--- src/design/icc_pkg.sv ---
// ----------------------------------------------------------------------------
// icc_pkg
// shared types and constants of the input channel conditioner
// ----------------------------------------------------------------------------
`default_nettype none

package icc_pkg;

    // configuration register indexes
    localparam logic [2:0] CFG_ENABLED  = 3'd0;
    localparam logic [2:0] CFG_MODE     = 3'd1;
    localparam logic [2:0] CFG_ACT_HIGH = 3'd2;
    localparam logic [2:0] CFG_DEFAULT  = 3'd3;
    localparam logic [2:0] CFG_WIN_LOW  = 3'd4;
    localparam logic [2:0] CFG_WIN_HIGH = 3'd5;
    localparam logic [2:0] CFG_DEBOUNCE = 3'd6;

    // channel modes
    localparam logic [1:0] MODE_DIGITAL = 2'd0;
    localparam logic [1:0] MODE_VALUE   = 2'd1;
    localparam logic [1:0] MODE_WINDOW  = 2'd2;

    // countdown idle code (minus one)
    localparam logic [7:0] CD_IDLE = 8'hFF;

    typedef struct packed {
        logic       pin_level;
        logic [7:0] adc_sample;
    } t_in;

    typedef struct packed {
        logic [7:0] logic_value;
        logic [7:0] filtered_value;
        logic       settling;
    } t_out;

    // countdown running when in 1..127
    function automatic logic is_running(input logic [7:0] cd);
        is_running = (cd != 8'd0) && !cd[7];
    endfunction

endpackage

`default_nettype wire

--- src/design/input_channel_conditioner_core.sv ---
// ----------------------------------------------------------------------------
// input_channel_conditioner_core
// one input channel: pin debounce, moving average, window switch
// ----------------------------------------------------------------------------
// usage
//   one instance per channel. each tick word carries a pin level and an adc
//   sample on a valid/ready input channel; exactly one result word per tick
//   leaves on a valid/ready output channel.
//   the whole tick update (history shift, running sum, reciprocal multiply
//   for the average, window compare, countdown) is one combinational pass
//   from the channel state, so a tick is taken every cycle while o_in_ready
//   is high; the result word is registered in the output buffer.
//   results sit in a two-word output buffer, so the input keeps taking
//   ticks while one result waits; only with both buffer words held by a
//   stalled receiver does o_in_ready drop.
//   configuration is a plain write port (enable, index, data); any write to
//   a known index re-initializes the channel state from the new settings,
//   unknown indexes are ignored. write only while the block is idle.
//   synchronous reset loads the register defaults and initializes the
//   channel (digital mode, logic value 0, history cleared); no sweep needed.
// ----------------------------------------------------------------------------
`default_nettype none

module input_channel_conditioner_core
    import icc_pkg::*;
#(
    parameter int AVERAGE_TAPS = 4
)(
    input  wire        i_clk,
    input  wire        i_rst_n,
    // tick input
    input  wire        i_in_valid,
    output logic       o_in_ready,
    input  t_in        i_in,
    // result output
    output logic       o_out_valid,
    input  wire        i_out_ready,
    output t_out       o_out,
    // configuration write
    input  wire        i_cfg_we,
    input  wire  [2:0] i_cfg_index,
    input  wire  [7:0] i_cfg_data
);

    // running sum width and reciprocal for the exact floor divide by taps
    localparam int TapBits = $clog2(AVERAGE_TAPS);
    localparam int SumW    = 8 + TapBits;
    localparam int Shift   = SumW + TapBits;
    localparam int RecipW  = Shift + 1;
    localparam logic [RecipW-1:0] Recip =
        RecipW'(((1 << Shift) + AVERAGE_TAPS - 1) / AVERAGE_TAPS);
    localparam int ProdW   = SumW + RecipW;

    // configuration registers
    logic       r_enabled,  n_enabled;
    logic [1:0] r_mode,     n_mode;
    logic       r_act_high, n_act_high;
    logic [7:0] r_default,  n_default;
    logic [7:0] r_win_low,  n_win_low;
    logic [7:0] r_win_high, n_win_high;
    logic [6:0] r_debounce, n_debounce;

    // channel state
    logic [7:0]      r_last_raw, n_last_raw;
    logic [7:0]      r_phys,     n_phys;
    logic [7:0]      r_logic,    n_logic;
    logic [7:0]      r_cd,       n_cd;
    logic [7:0]      r_hist [AVERAGE_TAPS];
    logic [7:0]      n_hist [AVERAGE_TAPS];
    logic [SumW-1:0] r_sum,      n_sum;

    logic in_acc;
    logic buf_ready;
    t_out result;

    // average datapath
    logic [SumW-1:0]  sum_next;
    logic [ProdW-1:0] prod;
    logic [7:0]       avg;
    logic             in_win;
    logic [7:0]       load_val;

    assign in_acc   = i_in_valid && buf_ready;
    assign o_in_ready = buf_ready;

    // sum drops the oldest tap and adds the new sample
    assign sum_next = r_sum + SumW'(i_in.adc_sample) - SumW'(r_hist[0]);
    assign prod     = {{RecipW{1'b0}}, sum_next} * {{SumW{1'b0}}, Recip};
    assign avg      = prod[Shift +: 8];
    assign in_win   = (r_win_low <= avg) && (avg <= r_win_high);
    // zero debounce acts as one
    assign load_val = (r_debounce == 7'd0) ? 8'd1 : {1'b0, r_debounce};

    always_comb begin
        logic cfg_hit;
        logic on_high;
        logic do_tick;
        logic expire;

        n_enabled  = r_enabled;
        n_mode     = r_mode;
        n_act_high = r_act_high;
        n_default  = r_default;
        n_win_low  = r_win_low;
        n_win_high = r_win_high;
        n_debounce = r_debounce;
        n_last_raw = r_last_raw;
        n_phys     = r_phys;
        n_logic    = r_logic;
        n_cd       = r_cd;
        n_sum      = r_sum;
        n_hist     = r_hist;
        cfg_hit    = 1'b0;
        on_high    = 1'b0;
        do_tick    = 1'b0;
        expire     = 1'b0;

        if (i_cfg_we) begin
            cfg_hit = 1'b1;
            case (i_cfg_index)
                CFG_ENABLED:  n_enabled  = i_cfg_data[0];
                CFG_MODE:     n_mode     = i_cfg_data[1:0];
                CFG_ACT_HIGH: n_act_high = i_cfg_data[0];
                CFG_DEFAULT:  n_default  = i_cfg_data;
                CFG_WIN_LOW:  n_win_low  = i_cfg_data;
                CFG_WIN_HIGH: n_win_high = i_cfg_data;
                CFG_DEBOUNCE: n_debounce = i_cfg_data[6:0];
                default:      cfg_hit    = 1'b0;
            endcase
        end

        if (cfg_hit) begin
            // re-init from the new settings
            n_logic = n_default;
            case (n_mode)
                MODE_DIGITAL: begin
                    on_high    = n_act_high ^ (n_default != 8'd1);
                    n_last_raw = {7'd0, on_high};
                end
                MODE_VALUE, MODE_WINDOW: n_last_raw = n_default;
                default:                 n_last_raw = 8'd0;
            endcase
            n_phys = n_last_raw;
            n_cd   = CD_IDLE;
            n_sum  = '0;
            for (int k = 0; k < AVERAGE_TAPS; k++) begin
                n_hist[k] = 8'd0;
            end
        end else if (in_acc && r_enabled) begin
            case (r_mode)
                MODE_DIGITAL: begin
                    do_tick = 1'b1;
                    if (r_last_raw != {7'd0, i_in.pin_level}) begin
                        n_last_raw = {7'd0, i_in.pin_level};
                        n_cd       = load_val;
                    end
                end
                MODE_VALUE, MODE_WINDOW: begin
                    do_tick = 1'b1;
                    for (int k = 0; k < AVERAGE_TAPS - 1; k++) begin
                        n_hist[k] = r_hist[k+1];
                    end
                    n_hist[AVERAGE_TAPS-1] = i_in.adc_sample;
                    n_sum = sum_next;
                    if (r_last_raw != avg) begin
                        n_last_raw = avg;
                        if (r_mode == MODE_VALUE) begin
                            n_phys  = avg;
                            n_logic = avg;
                            n_cd    = CD_IDLE;
                        end else if (r_phys != {7'd0, in_win}) begin
                            n_phys = {7'd0, in_win};
                            n_cd   = load_val;
                        end
                    end
                end
                default: do_tick = 1'b0;
            endcase

            // countdown step, expiry commits the settled level
            if (do_tick && is_running(n_cd)) begin
                n_cd = n_cd - 8'd1;
                if (n_cd == 8'd0) begin
                    n_cd   = CD_IDLE;
                    expire = 1'b1;
                end
            end
            if (expire) begin
                if (r_mode == MODE_DIGITAL) begin
                    n_phys  = n_last_raw;
                    n_logic = {7'd0, (n_last_raw != 8'd0) == r_act_high};
                end else begin
                    n_logic = {7'd0, n_phys != 8'd0};
                end
            end
        end
    end

    always_ff @(posedge i_clk) begin
        if (!i_rst_n) begin
            r_enabled  <= 1'b0;
            r_mode     <= MODE_DIGITAL;
            r_act_high <= 1'b1;
            r_default  <= 8'd0;
            r_win_low  <= 8'd0;
            r_win_high <= 8'hFF;
            r_debounce <= 7'd5;
            // init with the defaults: "on" is high, default off, so pin low
            r_last_raw <= 8'd0;
            r_phys     <= 8'd0;
            r_logic    <= 8'd0;
            r_cd       <= CD_IDLE;
            r_sum      <= '0;
            for (int k = 0; k < AVERAGE_TAPS; k++) begin
                r_hist[k] <= 8'd0;
            end
        end else begin
            r_enabled  <= n_enabled;
            r_mode     <= n_mode;
            r_act_high <= n_act_high;
            r_default  <= n_default;
            r_win_low  <= n_win_low;
            r_win_high <= n_win_high;
            r_debounce <= n_debounce;
            r_last_raw <= n_last_raw;
            r_phys     <= n_phys;
            r_logic    <= n_logic;
            r_cd       <= n_cd;
            r_sum      <= n_sum;
            r_hist     <= n_hist;
        end
    end

    // result word reflects the state after this tick
    assign result.logic_value    = n_logic;
    assign result.filtered_value = n_last_raw;
    assign result.settling       = is_running(n_cd);

    icc_out_buf u_out_buf (
        .i_clk   (i_clk),
        .i_rst_n (i_rst_n),
        .i_valid (in_acc),
        .o_ready (buf_ready),
        .i_data  (result),
        .o_valid (o_out_valid),
        .i_ready (i_out_ready),
        .o_data  (o_out)
    );

    // any known register write leaves the countdown idle
    a_cfg_idles_cd: assert property (@(posedge i_clk) disable iff (!i_rst_n)
        i_cfg_we && (i_cfg_index <= CFG_DEBOUNCE) |=> r_cd == CD_IDLE)
        else $error("countdown running after config write");

    // value mode never runs a countdown
    a_value_no_cd: assert property (@(posedge i_clk) disable iff (!i_rst_n)
        r_mode == MODE_VALUE |-> r_cd == CD_IDLE)
        else $error("countdown running in value mode");

    // disabled channel keeps its state across ticks
    a_disabled_frozen: assert property (@(posedge i_clk) disable iff (!i_rst_n)
        in_acc && !r_enabled && !i_cfg_we |=>
            $stable(r_logic) && $stable(r_last_raw) && $stable(r_cd))
        else $error("disabled channel state moved");

    // countdown only moves on a tick or a config write
    a_cd_needs_event: assert property (@(posedge i_clk) disable iff (!i_rst_n)
        !in_acc && !i_cfg_we |=> $stable(r_cd) && $stable(r_logic))
        else $error("state moved without tick");

endmodule

`default_nettype wire

--- src/design/icc_out_buf.sv ---
// ----------------------------------------------------------------------------
// icc_out_buf
// two-entry result buffer: output register plus skid register
// ----------------------------------------------------------------------------
`default_nettype none

module icc_out_buf
    import icc_pkg::*;
(
    input  wire  i_clk,
    input  wire  i_rst_n,
    input  wire  i_valid,
    output logic o_ready,
    input  t_out i_data,
    output logic o_valid,
    input  wire  i_ready,
    output t_out o_data
);

    logic r_main_valid;
    logic r_skid_valid;
    t_out r_main;
    t_out r_skid;
    logic push;
    logic pop;

    assign o_ready = !r_skid_valid;
    assign o_valid = r_main_valid;
    assign o_data  = r_main;
    assign push    = i_valid && o_ready;
    assign pop     = r_main_valid && i_ready;

    always_ff @(posedge i_clk) begin
        if (!i_rst_n) begin
            r_main_valid <= 1'b0;
            r_skid_valid <= 1'b0;
        end else if (pop) begin
            if (r_skid_valid) begin
                r_main       <= r_skid;
                r_skid_valid <= 1'b0;
            end else begin
                r_main_valid <= push;
                r_main       <= i_data;
            end
        end else if (!r_main_valid) begin
            r_main_valid <= push;
            r_main       <= i_data;
        end else if (push) begin
            r_skid       <= i_data;
            r_skid_valid <= 1'b1;
        end
    end

    // skid word only exists behind a waiting main word
    a_skid_behind_main: assert property (@(posedge i_clk) disable iff (!i_rst_n)
        r_skid_valid |-> r_main_valid)
        else $error("skid word without main word");

    // stalled word stays put
    a_stall_holds: assert property (@(posedge i_clk) disable iff (!i_rst_n)
        r_main_valid && !i_ready |=> r_main_valid && $stable(r_main))
        else $error("stalled word changed");

    // a full buffer that is drained hands over the skid word
    a_drain_skid: assert property (@(posedge i_clk) disable iff (!i_rst_n)
        r_skid_valid && i_ready |=> r_main_valid && !r_skid_valid
                                    && r_main == $past(r_skid))
        else $error("skid word lost");

endmodule

`default_nettype wire
--- config.mk ---
export PLATFORM = sky130hd
export DESIGN_NAME = input_channel_conditioner_core
export DESIGN_NICKNAME = d
export VERILOG_FILES = /design/src/design/icc_pkg.sv /design/src/design/input_channel_conditioner_core.sv /design/src/design/icc_out_buf.sv
export SDC_FILE = /design/constraint.sdc
export NUM_CORES = 1
export LEC_CHECK = 0
export ABC_CLOCK_PERIOD_IN_PS = 14580
export BUFFER_PORTS_ARGS = -buffer_cell sky130_fd_sc_hd__buf_2
export CAP_MARGIN = 20
export CORE_ASPECT_RATIO = 0.6
export CORE_MARGIN = 8
export CORE_UTILIZATION = 30
export DETAILED_ROUTE_END_ITERATION = 6
export GPL_TIMING_DRIVEN = 0
export REMOVE_ABC_BUFFERS = 1
export SYNTH_ARGS = -nofsm -noshare
export SYNTH_HDL_FRONTEND = slang
export SYNTH_SLANG_ARGS = --single-unit
--- constraint.sdc ---
create_clock -name i_clk -period 14.58 [get_ports i_clk]
set_clock_uncertainty 0.1 [all_clocks]
set_input_delay 0.729 -clock i_clk [delete_from_list [all_inputs] [get_ports i_clk]]
set_output_delay 0.729 -clock i_clk [all_outputs]
set_load 0.02 [all_outputs]
# After elaboration in Yosys (flattened, before gate mapping)
# Cells that the tools add are included.
dict set report word_totals {
  word_cells 142
  register_bits 145
  out_inout_bits 19
  input_bits 25
}
dict set report op_classes {
  reduce_logical 35
  bitwise_logic 3
  mux 58
  addsub 3
  order_cmp 2
  eq_ne 17
}
# operator n
set op_table {}
lappend op_table {{$mux 8} 34}
lappend op_table {{$mux 17} 3}
lappend op_table {{$pmux 8 s2} 3}
lappend op_table {{$reduce_bool 8->1} 4}
lappend op_table {{$le 8x8->1} 2}
lappend op_table {{$ne 8x1->1} 2}
lappend op_table {{$mux 1} 15}
lappend op_table {{$reduce_and 2->1} 7}
lappend op_table {{$add 10x8->10} 1}
lappend op_table {{$sub 10x8->10} 1}
lappend op_table {{$eq 3x3->1 const B} 3}
lappend op_table {{$logic_and 1x1->1} 8}
lappend op_table {{$logic_not 8->1} 1}
lappend op_table {{$ne 8x1->1 const B} 1}
lappend op_table {{$ne 8x8->1} 1}
lappend op_table {{$reduce_or 2->1} 4}
lappend op_table {{$sub 8x1->8 const B} 1}
lappend op_table {{$logic_not 7->1} 1}
lappend op_table {{$mux 7} 1}
lappend op_table {{$reduce_or 7->1} 1}
lappend op_table {{$eq 3x2->1 const B} 2}
lappend op_table {{$eq 2x1->1 const B} 2}
lappend op_table {{$eq 2x2->1 const B} 2}
lappend op_table {{$logic_not 2->1} 2}
lappend op_table {{11 further kinds} 16}

# Logic depth before layout (Yosys ltp)
dict set report logic_depth {
  depth_word 22
  depth_mapped 30
  ltp_nobuf 29
}

# Cells and area by module
# Synthesis repeated with hierarchy kept, for this count alone.
dict set report hier_totals {
  cells_unflattened 962
  hier_area_um2 8215.4
}
# module area_each_um2 cells_each seq_area_each_um2 instances
set by_module_without_submodules {}
lappend by_module_without_submodules {input_channel_conditioner_core 6845.3 897 2182.1 1}
lappend by_module_without_submodules {icc_out_buf 1370.1 65 1061.0 1}

# Worst setup path after synthesis
# OpenSTA, ideal clock, no wires.
dict set report synth_timing {
  path_type {input to register}
  from {input i_in[4] in the netlist's numbering}
  to {register u_out_buf.r_main (netlist bit u_out_buf.o_data[0]) (data pin)}
  path_buffers 1
  setup_ns 0.260
  t_required_ns 14.220
  t_arrival_ns 6.656
  slack_ns 7.564
  stages 26
  path_cell_list {inv_1 -> fa_1 -> inv_1 -> ha_1 -> buf_2 -> o211ai_2 -> o21ai_1 -> a211oi_2 -> xnor2_1 -> inv_1 -> ha_1 -> nand4_1 -> or2_1 -> a22o_1 -> o21ai_0 -> a21oi_1 -> nor4_1 -> nor3_4 -> ha_1 -> o41ai_1 -> nor4b_4 -> o211ai_2 -> o211ai_1 -> a2111o_1 -> o31a_1 -> mux2_4}
}
# item line_no
set synth_lines {}
lappend synth_lines {{from (decl)} input_channel_conditioner_core.sv:34} ;# input t_in i_in,
lappend synth_lines {{to (signal assigned)} icc_out_buf.sv:39} ;# r_main <= r_skid;
lappend synth_lines {{to (signal assigned)} icc_out_buf.sv:43} ;# r_main <= i_data;
lappend synth_lines {{to (signal assigned)} icc_out_buf.sv:47} ;# r_main <= i_data;
lappend synth_lines {{to (decl)} icc_out_buf.sv:22} ;# t_out r_main;

==> impl_metrics.json <==
{
  "status": "completed",
  "yosysTopAreaCell": "dfxtp_1",
  "root_buffer": "clkbuf_16",
  "synth_cells": 954,
  "wl_met1_um": 11900,
  "synth_area_leaders": "dfxtp_1, edfxtp_1, nand2_1",
  "antenna_cells": 0,
  "drive_gt1_frac": 0.138,
  "port_buffers": 43,
  "synth_top_family_by_area": "compound AO/OA/AOI/OAI gates",
  "hold_buffers": 0,
  "finalCritPeriodShare": 0.588,
  "core-area_sq_mm": 0.0274,
  "cts_resized": 0,
  "wl_met3_um": 3270,
  "cp_max_fo": 8,
  "p_int_uw": 755,
  "grt_use_total": 0.142,
  "final_cell_mix": "nand2_1, dfxtp_1, a21oi_1",
  "p_leak_uw": 0.00365,
  "drt_iter0_drc": 659,
  "ant_nets": 0,
  "tightest_slew_ns": 1.14,
  "grt_start_max_net_pins": 67,
  "slowest_delay_ns": 1.03,
  "fmax_mhz": 117,
  "antenna_found_initial": 0,
  "p_seq_frac": 0.402,
  "synth-compound-area-share": 0.218,
  "tns_ns": 0,
  "clkPwrFrac": 0.440,
  "multi_input_area_sq_mm": 0.00463,
  "seq_area_sq_mm": 0.00324,
  "cts.sinks": 145,
  "dr.pass1.iters": 6,
  "cp_data_required_time_ns": 14.67,
  "slew_violations": 0,
  "drt-total-wl_um": 24000,
  "p_sw_uw": 306,
  "syn2layout_area_growth_pct": 14.9,
  "gp_congestion": 0.930,
  "clock_latency_ns": 0.45,
  "first_global_vias": 6503,
  "layout.nets": 1041,
  "vias": 7088,
  "h-tree-depth": 4,
  "rrSetupSlack_ns": 6.14,
  "die_h_um": 145,
  "post_cts_buffers": 0,
  "syn_avg_cell_area_sq_um": 8.71,
  "yosys_register_bits": 145,
  "async_reset_ff_frac": 0,
  "netlist.area_leader.share": 0.267,
  "rsz0062_at_grt": "no",
  "wl_met2_um": 8540,
  "core.rowCount": 47,
  "dieArea_sq_mm": 0.0335,
  "max_slew_margin": 0.233,
  "switching_share": 0.289,
  "finalSetupViolCount": 0,
  "synth-simple-area-share": 0.196,
  "cp_slowest_cell": "o41ai_1",
  "die_width_um": 231,
  "finalHoldViolCount": 0,
  "hpwlAfterDp_um": 17800,
  "clkTransAtPathRegs_ns": 0.06,
  "grt_pass1_wl_um": 37200,
  "critPathArrivalTime_ns": 8.66,
  "ys_dominant_reg_cell": "dfxtp_1",
  "ctsLongestPathBuffers": 2,
  "cts_made_buffers": 17,
  "synth_edf_count": 34,
  "hold-worst-slack_ns": 0.343,
  "synthAdderAreaFrac": 0.0701,
  "n_fill_cell": 2877,
  "ys_warn_count": 0,
  "top_layer": "met4",
  "drv_cap": 0,
  "combPwrFrac": 0.158,
  "vdd_drop_max_mv": 0.0782,
  "period_minus_slack_ns": 8.57,
  "io_pins": 44,
  "synth_xor_area_frac": 0.0247,
  "powerDensity_mw_per_mm2": 111,
  "yosysSeqAreaShare": 0.390,
  "tritoncts": "yes",
  "vias_per_cell": 5.23,
  "hold_path_class": "register to register",
  "syn-cell-area_sq_mm": 0.00831,
  "wl_per_cell_um": 17.7,
  "initial_core_util": 0.303,
  "critical_path_class": "input port to register",
  "endpoint_kind": "register",
  "final_common_cell": "nand2_1",
  "overflow": 0,
  "drc": 0,
  "muxShareOfSynthArea": 0.0470,
  "cp-start-kind": "input port",
  "synth_cell_types": 83
}
## sequential cells by signal, indices dropped and copies added (netlist names), 10 cells and up
name,flops
u_out_buf.r_skid,17
r_sum,10
r_hist,32
u_out_buf.o_data,17
## power groups by stage
stage	Combinational, uW	Clock, uW	Sequential [uW]
6_report	167	467	427
5_1_grt	182	492	427
4_1_cts	163	478	427
3_5_place_dp	162	0	435
3_3_place_gp	158	0	435
2_1_floorplan	105	0	439
## stage by stage
stage                util  area (sq um)  worst slack (ns)  total power [uW]  std cells
global route        0.348          9550              5.61              1100       1355
global placement    0.321          8800              5.83               594       1317
detailed placement  0.325          8900              5.84               597       1321
finish              0.348          9550              6.01              1060       1355
floorplan               -          8130              7.54               544        907
CTS                 0.348          9520              6.27              1070       1353
## kinds of logic after synthesis
family | after synthesis
adders and majority gates | 42
muxes | 36
DFF | 145
AOI/OAI and AO/OA | 258
buffers and inverters | 117
and+or+nand+nor | 339
xor gates and xnor gates | 17
## layout make-up
type                    instances  area share
well taps                     367      0.0481
repair buffers                 49      0.0346
clock buffers                  17      0.0446
multi-input cells             692       0.485
clock inverters                15      0.0206
flip-flops and latches        145       0.340
inverters                      70      0.0275
## critical path, delay by kind of cell
kind / cells / cell delay [ns]
adder cells (fa/ha/maj): 4 / 1.64
multiplexers: 1 / 0.27
AND/OR/NAND/NOR: 6 / 1.30
buffers and inverters: 4 / 0.38
AO/OA/AOI/OAI: 10 / 3.59
XOR/XNOR: 1 / 0.73
## worst paths after layout
path,start,to,cells after the start
worst max register to register,r_sum[4],u_out_buf.o_data[0],25
worst min-delay path,r_hist[19],r_hist[27],2
worst min register to register,r_hist[19],r_hist[27],2
worst max-delay path,i_in[4],u_out_buf.o_data[0],26
## cell usage after synthesis (4+ instances only)
| cell type | count |
|---|---|
| buf_1 | 4 |
| inv_1 | 69 |
| a22o_1 | 14 |
| a22oi_1 | 8 |
| dfxtp_1 | 111 |
| nand2_1 | 162 |
| or3_1 | 4 |
| nand4_1 | 13 |
| o211a_1 | 5 |
| a221oi_1 | 8 |
| nor2b_1 | 15 |
| o2111ai_1 | 4 |
| mux2_2 | 20 |
| a31oi_1 | 7 |
| nand3_1 | 16 |
| o32ai_1 | 4 |
| a21o_1 | 9 |
| ha_1 | 33 |
| nand2b_1 | 6 |
| nor3_1 | 18 |
| xnor2_1 | 8 |
| fa_1 | 8 |
| o21ai_0 | 28 |
| o22ai_1 | 5 |
| and3_1 | 5 |
| mux2i_1 | 15 |
| and4_1 | 4 |
| and2_1 | 23 |
| clkbuf_1 | 40 |
| a21boi_0 | 17 |
| edfxtp_1 | 34 |
| a21oi_1 | 91 |
| xor2_1 | 5 |
| o211ai_1 | 12 |
| nor2_1 | 51 |
| nor4_1 | 7 |
| o221a_2 | 4 |
## layer usage
metal  global-route usage  up-vias
li1                     -     3451
met5                    0        -
met1                0.214     3301
met3               0.0746       27
met2                0.164      309
met4               0.0407        0
(Power assumes the default switching activity.)
